<file path="config.mk">
export PLATFORM = sky130hd
export DESIGN_NAME = wlan_frame_eapol_pmkid_detector
export DESIGN_NICKNAME = d
export VERILOG_FILES = /design/src/rtl/wfep_pkg.sv /design/src/rtl/wfep_in_reg.sv /design/src/rtl/wfep_scan.sv /design/src/rtl/wfep_out_reg.sv /design/src/rtl/wlan_frame_eapol_pmkid_detector.sv
export SDC_FILE = /design/constraint.sdc
export NUM_CORES = 1
export LEC_CHECK = 0
export BUFFER_PORTS_ARGS = -buffer_cell sky130_fd_sc_hd__buf_2
export CAP_MARGIN = 20
export CORE_UTILIZATION = 64
export DETAILED_ROUTE_END_ITERATION = 10
export GPL_TIMING_DRIVEN = 1
export PLACE_DENSITY = 0.95
export SLEW_MARGIN = 5
export SYNTH_ARGS = -nofsm -noshare
export SYNTH_HDL_FRONTEND = slang
export SYNTH_SLANG_ARGS = --single-unit
</file>
<file path="constraint.sdc">
create_clock -name clk_i -period 12.1 [get_ports clk_i]
set_input_delay 3.025 -clock clk_i [delete_from_list [all_inputs] [get_ports clk_i]]
set_output_delay 3.025 -clock clk_i [all_outputs]
set_load 0.01 [all_outputs]
</file>
<file path="src/rtl/wfep_pkg.sv">
// Shared types and constants of the EAPOL / PMKID frame detector.
// No dependencies; imported by every module of the block.
package wfep_pkg;

  localparam int unsigned MAX_FRAME_LEN = 4095;
  localparam int unsigned CNT_W         = $clog2(MAX_FRAME_LEN + 1);
  localparam int unsigned LEN_W         = 12;
  localparam int unsigned LEN_MAX       = 4095;
  localparam int unsigned BSSID_W       = 48;
  localparam int unsigned WIN_W         = 40;

  localparam int unsigned BSSID_FIRST   = 16;
  localparam int unsigned BSSID_LAST    = 21;
  localparam int unsigned SCAN_FROM     = 26;
  localparam int unsigned MIN_LEN       = 4;
  localparam int unsigned BSSID_MIN_LEN = 22;
  localparam int unsigned EAPOL_MIN_LEN = 36;
  localparam int unsigned PMKID_MIN_LEN = 100;
  localparam int unsigned PMKID_TAIL    = 20;
  localparam int unsigned KDE_MIN_LEN   = 20;

  localparam logic [7:0] ETH_HI   = 8'h88;
  localparam logic [7:0] ETH_LO   = 8'h8E;
  localparam logic [7:0] KDE_ID   = 8'hDD;
  localparam logic [7:0] OUI_0    = 8'h00;
  localparam logic [7:0] OUI_1    = 8'h0F;
  localparam logic [7:0] OUI_2    = 8'hAC;
  localparam logic [7:0] KDE_PMKID = 8'h04;
  localparam logic [1:0] TYPE_DATA = 2'd2;

  typedef struct packed {
    logic [7:0] frame_byte;
    logic       last_byte;
  } req_t;

  typedef struct packed {
    logic             accepted;
    logic             is_data;
    logic             eapol_seen;
    logic             pmkid_seen;
    logic [LEN_W-1:0] frame_length;
  } rsp_t;

  typedef struct packed {
    logic valid;
    logic take;
  } stage_ctrl_t;

endpackage

</file>
<file path="src/rtl/wfep_in_reg.sv">
// Input register stage of the frame detector.
// Depends on wfep_pkg for the request type and stage control struct.
module wfep_in_reg import wfep_pkg::*; (
  input  logic        clk_i,
  input  logic        rst_ni,
  input  logic        in_valid_i,
  output logic        in_ready_o,
  input  req_t        in_req_i,
  input  logic        take_i,
  output stage_ctrl_t ctrl_o,
  output req_t        req_o
);

  logic valid_q, valid_d;
  req_t req_q;

  assign in_ready_o = !valid_q || take_i;
  assign valid_d    = in_ready_o ? in_valid_i : valid_q;

  always_ff @(posedge clk_i or negedge rst_ni) begin
    if (!rst_ni) begin
      valid_q <= 1'b0;
    end else begin
      valid_q <= valid_d;
    end
  end

  always_ff @(posedge clk_i) begin
    if (in_ready_o && in_valid_i) begin
      req_q <= in_req_i;
    end
  end

  assign ctrl_o.valid = valid_q;
  assign ctrl_o.take  = take_i;
  assign req_o        = req_q;

endmodule

</file>
<file path="src/rtl/wfep_scan.sv">
// Per-frame running state and verdict logic of the frame detector.
// Depends on wfep_pkg for constants and the request/response types.
module wfep_scan import wfep_pkg::*; (
  input  logic               clk_i,
  input  logic               rst_ni,
  input  stage_ctrl_t        ctrl_i,
  input  req_t               req_i,
  input  logic [BSSID_W-1:0] target_bssid_i,
  output rsp_t               rsp_o
);

  localparam int unsigned WIDE_W = (CNT_W > LEN_W) ? CNT_W : LEN_W;

  logic [CNT_W-1:0] count_q, count_d;
  logic [1:0]       type_q, type_d;
  logic             bssid_eq_q, bssid_eq_d;
  logic [WIN_W-1:0] win_q, win_d;
  logic             eapol_q, eapol_d;
  logic             pmkid_q, pmkid_d;
  logic [CNT_W-1:0] start_q, start_d;

  logic [CNT_W-1:0]  pos;
  logic [7:0]        b;
  logic [2:0]        bssid_idx;
  logic [7:0]        want;
  logic              kde_hit;
  logic [CNT_W:0]    tail_end;
  logic [WIDE_W-1:0] len_wide;
  logic              acc;
  logic              data;

  assign pos       = count_q;
  assign b         = req_i.frame_byte;
  assign bssid_idx = 3'(pos - CNT_W'(BSSID_FIRST));

  always_comb begin
    unique case (bssid_idx)
      3'd0:    want = target_bssid_i[7:0];
      3'd1:    want = target_bssid_i[15:8];
      3'd2:    want = target_bssid_i[23:16];
      3'd3:    want = target_bssid_i[31:24];
      3'd4:    want = target_bssid_i[39:32];
      3'd5:    want = target_bssid_i[47:40];
      default: want = 8'h00;
    endcase
  end

  assign kde_hit = (pos >= CNT_W'(SCAN_FROM + 5)) && !pmkid_q &&
                   (win_q[39:32] == KDE_ID) && (win_q[31:24] >= 8'(KDE_MIN_LEN)) &&
                   (win_q[23:16] == OUI_0) && (win_q[15:8] == OUI_1) &&
                   (win_q[7:0] == OUI_2) && (b == KDE_PMKID);

  always_comb begin
    type_d     = (pos == '0) ? b[3:2] : type_q;
    bssid_eq_d = bssid_eq_q;
    if (pos >= CNT_W'(BSSID_FIRST) && pos <= CNT_W'(BSSID_LAST) && want != b) begin
      bssid_eq_d = 1'b0;
    end
    eapol_d = eapol_q;
    if (pos >= CNT_W'(SCAN_FROM + 1) && win_q[7:0] == ETH_HI && b == ETH_LO) begin
      eapol_d = 1'b1;
    end
    pmkid_d = pmkid_q || kde_hit;
    start_d = kde_hit ? pos - CNT_W'(5) : start_q;
    win_d   = {win_q[WIN_W-9:0], b};
    count_d = (count_q < CNT_W'(MAX_FRAME_LEN)) ? count_q + CNT_W'(1) : count_q;
  end

  assign tail_end = {1'b0, start_d} + (CNT_W + 1)'(PMKID_TAIL);
  assign len_wide = WIDE_W'(count_d);
  assign data     = (type_d == TYPE_DATA);
  assign acc      = (count_d >= CNT_W'(MIN_LEN)) &&
                    ((target_bssid_i == '0) ||
                     ((count_d > CNT_W'(BSSID_MIN_LEN)) && bssid_eq_d));

  always_comb begin
    rsp_o.accepted   = acc;
    rsp_o.is_data    = data;
    rsp_o.eapol_seen = acc && data && (count_d > CNT_W'(EAPOL_MIN_LEN)) && eapol_d;
    rsp_o.pmkid_seen = acc && data && (count_d > CNT_W'(PMKID_MIN_LEN)) && pmkid_d &&
                       ({1'b0, count_d} > tail_end);
    rsp_o.frame_length = (len_wide > WIDE_W'(LEN_MAX)) ? LEN_W'(LEN_MAX)
                                                        : len_wide[LEN_W-1:0];
  end

  always_ff @(posedge clk_i or negedge rst_ni) begin
    if (!rst_ni) begin
      count_q    <= '0;
      type_q     <= '0;
      bssid_eq_q <= 1'b1;
      win_q      <= '0;
      eapol_q    <= 1'b0;
      pmkid_q    <= 1'b0;
      start_q    <= '0;
    end else if (ctrl_i.valid && ctrl_i.take) begin
      if (req_i.last_byte) begin
        count_q    <= '0;
        type_q     <= '0;
        bssid_eq_q <= 1'b1;
        win_q      <= '0;
        eapol_q    <= 1'b0;
        pmkid_q    <= 1'b0;
        start_q    <= '0;
      end else begin
        count_q    <= count_d;
        type_q     <= type_d;
        bssid_eq_q <= bssid_eq_d;
        win_q      <= win_d;
        eapol_q    <= eapol_d;
        pmkid_q    <= pmkid_d;
        start_q    <= start_d;
      end
    end
  end

endmodule

</file>
<file path="src/rtl/wfep_out_reg.sv">
// Result register of the frame detector, holds a verdict until taken.
// Depends on wfep_pkg for the response type.
module wfep_out_reg import wfep_pkg::*; (
  input  logic clk_i,
  input  logic rst_ni,
  input  logic load_i,
  input  rsp_t rsp_i,
  output logic free_o,
  output logic out_valid_o,
  input  logic out_ready_i,
  output rsp_t out_rsp_o
);

  logic valid_q, valid_d;
  rsp_t rsp_q;

  assign free_o  = !valid_q || out_ready_i;
  assign valid_d = load_i || (valid_q && !out_ready_i);

  always_ff @(posedge clk_i or negedge rst_ni) begin
    if (!rst_ni) begin
      valid_q <= 1'b0;
    end else begin
      valid_q <= valid_d;
    end
  end

  always_ff @(posedge clk_i) begin
    if (load_i) begin
      rsp_q <= rsp_i;
    end
  end

  assign out_valid_o = valid_q;
  assign out_rsp_o   = rsp_q;

endmodule

</file>
<file path="src/rtl/wlan_frame_eapol_pmkid_detector.sv">
// A verdict is registered as its last byte leaves the input register.
// Throughput: one byte per cycle; a last byte waits in the input register
// only while the result register still holds an untaken verdict.
// Reset: asynchronous, active low; resets frame state, clears both valid
// flags and the BSSID register. Depends on wfep_pkg and the wfep_* modules.
module wlan_frame_eapol_pmkid_detector import wfep_pkg::*; (
  input  logic               clk_i,
  input  logic               rst_ni,
  input  logic               cfg_we_i,
  input  logic [BSSID_W-1:0] cfg_wdata_i,
  input  logic               in_valid_i,
  output logic               in_ready_o,
  input  req_t               in_req_i,
  output logic               out_valid_o,
  input  logic               out_ready_i,
  output rsp_t               out_rsp_o
);

  logic [BSSID_W-1:0] bssid_q;
  stage_ctrl_t        ctrl;
  req_t               req;
  rsp_t               rsp;
  logic               out_free;
  logic               take;

  always_ff @(posedge clk_i or negedge rst_ni) begin
    if (!rst_ni) begin
      bssid_q <= '0;
    end else if (cfg_we_i) begin
      bssid_q <= cfg_wdata_i;
    end
  end

  // advance unless a verdict would overwrite an untaken one
  assign take = ctrl.valid && (!req.last_byte || out_free);

  wfep_in_reg u_in_reg (
    .clk_i      (clk_i),
    .rst_ni     (rst_ni),
    .in_valid_i (in_valid_i),
    .in_ready_o (in_ready_o),
    .in_req_i   (in_req_i),
    .take_i     (take),
    .ctrl_o     (ctrl),
    .req_o      (req)
  );

  wfep_scan u_scan (
    .clk_i          (clk_i),
    .rst_ni         (rst_ni),
    .ctrl_i         (ctrl),
    .req_i          (req),
    .target_bssid_i (bssid_q),
    .rsp_o          (rsp)
  );

  wfep_out_reg u_out_reg (
    .clk_i       (clk_i),
    .rst_ni      (rst_ni),
    .load_i      (take && req.last_byte),
    .rsp_i       (rsp),
    .free_o      (out_free),
    .out_valid_o (out_valid_o),
    .out_ready_i (out_ready_i),
    .out_rsp_o   (out_rsp_o)
  );

endmodule

</file>
==> out/metrics.cfg, run 1 <==
[outcome]
outcome=complete, but fails checks
violations=DRC

[floorplanning]
die_h_um=112
initial_core_util_pct=67.1
io_pins=80
num_rows=39
coreArea_um2=11600
die_w_um=112
dieArea_um2=12600

[synth]
synth_edf_count=25
synth_most_common_cell=nand2_1
yosys-top-cells-area=dfrtp_1, edfxtp_1, mux2_2, nand2_1, nand3b_1
seq_area_frac_synth_pct=47.9
netlist-cell-type-count=63
avgSynthCellArea_um2=10.0
synth_cells=779
synth_top_area_cell=dfrtp_1
async_flop_share_pct=82.6
synthesis.nets=861
ys_ff_latch=144
yosys_warnings=0
synth.top_cell.area_share_pct=37.9
synth_area_um2=7790
synthFlopType=dfrtp_1
ys_top_cells_by_count=nand2_1, dfrtp_1, mux2_2

[clock_tree]
htreeDepth=4
clkLatencyLatePin_ns=0.42
cts_root_buffer=clkbuf_16
cts.path.max_buffers=2
clk_pin_slew_worst_paths_ns=0.06
cts-resized-gates=0
cts.sinks=144
cts_tree=done
postCtsSetupBuffers=0
cts_buffers=17
ctsHoldBuffers=0

[placement]
io_buffers=79
place_congestion=0.926
place_ws_ns=5.55
post-dp-hpwl_um=12900

[pwr]
irDropWorstVdd_v=0.000137
combPwrFrac_pct=16.0
p_seq_share_pct=44.6
power_density_nw_per_um2=145
p_sw_share_pct=28.1
pwr-share-clk_pct=39.4
switchingPower_uw=359
power_leakage_uw=0.00397
p_int_uw=916

[worst_setup_path]
rrSetupSlack_ns=6.92
worst-r2r-cell-count=15
r2r-start=u_scan.count_q[0]
slowest_delay_ns=0.21
cp-start-kind=input pin
cp_common_cell=buf_2
crit_fanout=3
slowest_stage=nand4b_1
critical_path_class=in -> out
r2r_end=u_out_reg.out_rsp_o[12]
worst_setup_path_end_kind=output pin
critPathRequiredTime_ns=9.07
crit_chain=buf_2, nand4b_1, buf_2
arrival_ns=3.52

[global_routing]
use_met2_pct=50.7
grt_overflow=0
grt_pass1_wl_um=31400
met3_usage_pct=7.02
grt_max_degree=83
first_global_vias=6335
busiest_layer=met2
grt_antenna_before_repair=0
grt_use_met1_pct=41.3
grt_usage_pct=32.2

[detailed_routing]
vias=6584
vias_per_cell=6.63
routed_wl_um=19300
firstDrtPassIters=11
drtAntennaViolNets=0
wl_per_cell_um=19.5
drc=1
drt_iter0_drc=687

[min_path]
hp-start=u_scan.win_q[39]
hold_depth=2
min_to=u_scan.win_q[39]
hold_class=reg -> reg

[sta]
period_needed_ns=6.54
finalMaxSlewViolations=0
relSlewSlack_pct=29.4
setup_ws_ns=5.56
fin_crit_sh_pct=54.1
tns_ns=0
setup_viol=0
fmax_ghz=0.153
timing_worst_slew_pin_value_ns=1.06
grt_setup_unrepaired=no
hold_violations=0
finClkSkew_ns=0.00786

[cells_and_area]
nFillCells=730
areaGrowthSynthToFinish_pct=13.0
antennaDiodeCount=0
final_nets=919
drive_gt1_share_pct=20.8

[flow_run]
drv_cap=0

==> registers in the layout, indices dropped and copies added, names as in the netlist <==
register and count:
bssid_q 48, u_in_reg.req_o 9, u_in_reg.valid_q 1, u_out_reg.out_rsp_o 16
u_out_reg.out_valid_o 1, u_scan.bssid_eq_q 1, u_scan.count_q 12, u_scan.eapol_q 1
u_scan.pmkid_q 1, u_scan.start_q 12, u_scan.type_q 2, u_scan.win_q 40
==> kinds of logic (layout without fill, tap and decap cells) <==
| family | Yosys count | after routing | synth area share [%] |
|---|---|---|---|
| AOI/OAI and AO/OA | 155 | 155 | 12.8 |
| xor gates and xnor gates | 22 | 22 | 2.47 |
| adders and majority gates | 20 | 20 | 3.21 |
| buffers and inverters | 66 | 137 | 3.39 |
| DFF | 144 | 144 | 47.9 |
| muxes | 67 | 67 | 9.59 |
| and+or+nand+nor | 305 | 305 | 20.6 |
==> power by group through the flow <==
stage / clock (µW) / combinational [µW] / sequential, µW
detailed placement: 0 / 194 / 575
CTS: 506 / 198 / 567
global placement: 0 / 187 / 573
finish: 503 / 204 / 569
floorplan: 0 / 139 / 564
global route: 527 / 222 / 573
==> worst max path at each step <==
stage	from	to	slack, ns	cells past startpoint
floorplan	out_ready_i	in_ready_o	5.81	1
global placement	out_ready_i	in_ready_o	5.59	3
detailed placement	out_ready_i	in_ready_o	5.55	3
CTS	out_ready_i	in_ready_o	5.56	3
global route	out_ready_i	in_ready_o	5.54	3
finish	out_ready_i	in_ready_o	5.56	3
==> layout by cell type, fill, tap and decap left out, drive strengths merged, types with 12 or more instances in the layout <==
master / n
a21oi: 38
buf: 86
clkbuf: 21
dfrtp: 118
edfxtp: 25
ha: 20
inv: 19
mux2: 58
nand2: 127
nand3: 13
nand3b: 42
nand4: 12
nor2: 32
nor3: 13
nor4: 20
o21ai: 43
xnor2: 12
==> layout make-up <==
type	instances	area (µm²)	share of cell area (%)
multi-input cells	569	3800	43.1
flip-flops and latches	144	3730	42.4
well taps	143	179	2.03
clock buffers	21	440	5.00
inverters	19	71.3	0.810
repair buffers	86	470	5.34
clock inverters	11	116	1.32
==> critical path, delay by kind of cell <==
| family | cells | cell delay, ns |
|---|---|---|
| buffers and inverters | 2 | 0.28 |
| AND/OR/NAND/NOR | 1 | 0.21 |
==> stage by stage <==
step                cell area [µm²]  hold slack, ns  cells  power [µW]  util, %
finish                         8800           0.466    993        1280     75.8
global route                   8800           0.489    993        1320     75.8
CTS                            8770           0.464    991        1270     75.5
detailed placement             8210           0.456    959         768     70.7
global placement               8210           0.443    959         760     70.7
floorplan                      7790           0.430    779         703        -
==> routing by layer <==
metal,up-vias,share of wire [%]
met2,363,48
met4,0,4.8
met3,86,7.6
li1,2966,-
met1,3169,39
met5,-,0
(Power assumes the default switching activity.)
==> inputs of run 2 (changes only) <==
Settings changed: ABC_AREA set to 1, CORE_UTILIZATION 64 to 54, PLACE_DENSITY 0.95 to 0.86.
Clock period 12.1 ns to 5.5 ns, I/O delays scaled along.
==> out/metrics.cfg, run 2 <==
[outcome]
outcome=completed

[synth]
netlist-cell-type-count=38  ; -40%
seq_area_frac_synth_pct=46.7  ; -1.2 points
synth_simple_gate_area_share_pct=29.2  ; +8.6 points
synth.top_cell.area_share_pct=37.0  ; -0.93 points
synth_top_family_by_area=simple AND/OR/NAND/NOR gates
synth_cells=1034  ; +33%
synth_compound_area_share_pct=9.29  ; -3.5 points
avgSynthCellArea_um2=7.72  ; -23%
async_flop_share_pct=82.6  ; unchanged
ys_ff_latch=144  ; unchanged
synth_most_common_cell=nand2_1
synthXorXnorAreaFrac_pct=0.987  ; -1.5 points
synth_mux_area_share_pct=0.705  ; -8.9 points
synthFlopType=dfrtp_1
ys_top_cells_by_count=nand2_1, inv_1, dfrtp_1
synth_edf_count=25  ; unchanged
synth_area_um2=7980  ; +2.5%
yosys_warnings=0  ; unchanged
yosys-top-cells-area=dfrtp_1, nand2_1, edfxtp_1, inv_1, nand3_1
synth_top_area_cell=dfrtp_1
synth_fa_ha_area_share_pct=3.13  ; -0.079 points
synthesis.nets=1116  ; +30%

[worst_setup_path]
arrival_ns=4.25  ; +0.73 ns
crit_fanout=28  ; +25
cp-start-kind=register
worst-r2r-cell-count=27  ; +12
critPathRequiredTime_ns=5.68  ; -3.39 ns
worst_setup_path_end_kind=register
critical_path_class=reg -> reg

[cells_and_area]
final_common_cell=nand2_1
areaGrowthSynthToFinish_pct=13.4
antennaDiodeCount=0  ; unchanged
largest-register=bssid_q
final_nets=1181  ; +29%
drive_gt1_share_pct=14.6  ; -6.3 points
seq_area_um2=3730  ; unchanged
final_cell_mix=nand2_1, inv_1, dfrtp_1, nand3_1, buf_2
nFillCells=1217  ; +67%
largest_register_ffs=48  ; unchanged
multi_input_area_um2=3460  ; -8.9%

[global_routing]
grt_antenna_before_repair=0  ; unchanged
first_global_vias=6965  ; +9.9%
grt_usage_pct=28.5  ; -3.7 points
grt_max_degree=92  ; +11%
grt_pass1_wl_um=32900  ; +5.0%
grt_overflow=0  ; unchanged

[flow_run]
drv_cap=0  ; unchanged

[clock_tree]
cts_root_buffer=clkbuf_16
cts.sinks=144  ; unchanged
cts.path.max_buffers=2  ; unchanged
postCtsSetupBuffers=0  ; unchanged
clk_pin_slew_worst_paths_ns=0.06  ; about the same
cts_tree=done
htreeDepth=4  ; unchanged
clkLatencyLatePin_ns=0.43  ; about the same
cts_buffers=17  ; unchanged
cts-resized-gates=0  ; unchanged
ctsHoldBuffers=0  ; unchanged

[sta]
hold_violations=0  ; unchanged
finalMaxSlewViolations=0  ; unchanged
tns_ns=0  ; unchanged
period_needed_ns=4.07
holdWs_ns=0.492  ; +0.0254 ns
timing_worst_slew_pin_value_ns=0.897  ; -0.162 ns
grt_setup_unrepaired=no
fin_crit_sh_pct=74.1
fmax_ghz=0.246
finClkSkew_ns=0.00824  ; +0.000382 ns
relSlewSlack_pct=40.2  ; +11 points
setup_viol=0  ; unchanged

[detailed_routing]
drc=0  ; -1
wl_per_cell_um=15.4  ; -21%
routed_wl_um=20000  ; +3.5%
vias_per_cell=5.55  ; -16%
drtAntennaViolNets=0  ; unchanged
firstDrtPassIters=6  ; -5
drt_iter0_drc=691  ; +0.58%
vias=7196  ; +9.3%

[pwr]
irDropWorstVdd_v=0.000212  ; +55%
power_density_nw_per_um2=316  ; +120%
power_leakage_uw=0.00469  ; +18%

[placement]
post-dp-hpwl_um=14300  ; +12%
place_congestion=0.966  ; +4.3%
io_buffers=79  ; unchanged

[min_path]
hold_class=reg -> reg
hold_depth=2  ; unchanged

[floorplanning]
coreArea_um2=14500  ; +25%
die_w_um=124  ; +10%
io_pins=80  ; unchanged
dieArea_um2=15300  ; +21%
num_rows=44  ; +13%
initial_core_util_pct=55.1  ; -12 points
die_h_um=124  ; +10%

## run 2: cell count changes in the layout (fill, tap and decap cells not counted), moves of 42 or more
cell	previous run	this run
inv_1	18	156
mux2_2	57	5
nand2_1	126	287
nand3_1	13	93
nor2_1	32	74
o22ai_1	4	50
## run 2: cell type report
cell class	instances	share of cell area, %
clock inverter	9	1.16
inverter	165	6.89
timing repair buffer	83	4.73
clock buffer	23	5.29
sequential	144	41.2
multi-input combinational	688	38.2
tap	184	2.54
## run 2: critical path: stages, from the launching register on
cell     delay, ns
dfrtp_1       0.90
nand2_2       0.20
nor2_4        0.18
inv_2         0.06
nand2_4       0.09
nand2_4       0.07
inv_4         0.07
nand3_4       0.18
o21ai_1       0.36
ha_1          0.21
inv_1         0.04
nand2_1       0.06
nand2_1       0.06
nor2_2        0.11
xor2_1        0.17
ha_1          0.28
nand2_1       0.12
nor2_1        0.07
nor2_1        0.11
nand3_1       0.09
nand2_1       0.06
nand2_1       0.04
nand2_1       0.05
nand2_1       0.04
nand2_1       0.05
nor2_1        0.04
nand3_1       0.07
nor2_1        0.05
## run 2: stage by stage
stage | util [%] | power [µW] | cell area [µm²] | cells | setup WS (ns)
after floorplan | - | 1560 | 7980 | 1034 | 2.29
after global placement | 58.5 | 1700 | 8470 | 1264 | 1.73
after detailed placement | 58.5 | 1720 | 8470 | 1264 | 1.58
after CTS | 62.5 | 2860 | 9060 | 1296 | 1.49
after global routing | 62.5 | 2990 | 9060 | 1296 | 1.13
final | 62.5 | 2860 | 9060 | 1296 | 1.43
## run 2: worst paths after layout
| path | slack [ns] | end | start |
|---|---|---|---|
| max | 1.43 | u_out_reg.out_rsp_o[12] | u_scan.count_q[2] |
| min | 0.49 | u_scan.win_q[39] | u_scan.win_q[39] |
| max reg2reg | 1.43 | u_out_reg.out_rsp_o[12] | u_scan.count_q[2] |
| min reg2reg | 0.49 | u_scan.win_q[39] | u_scan.win_q[39] |
| max in group asynchronous | 3.30 | u_scan.start_q[3] | rst_ni |
| min in group asynchronous | 1.06 | bssid_q[2] | rst_ni |
## run 2: power breakdown
group	leakage [µW]	internal (µW)	switching (µW)	total (µW)
sequential	0.00179	1170	64.1	1240
clock	0.000288	706	437	1140
combinational	0.00262	150	334	484
total	0.00469	2030	834	2860
## run 2: kinds of logic after synthesis
group	count (synthesis)
xor gates and xnor gates	9
buffers and inverters	202
muxes	5
and+or+nand+nor	523
adders and majority gates	20
AOI/OAI and AO/OA	131
DFF	144
## run 2: routing by layer
| layer | vias up | GRT usage, % | share of wire [%] |
|---|---|---|---|
| li1 | 3458 | - | - |
| met1 | 3366 | 36.3 | 41 |
| met2 | 327 | 47.1 | 49 |
| met3 | 45 | 7.28 | 8.1 |
| met4 | 0 | 9.94 | 2.5 |
| met5 | - | 0 | 0 |
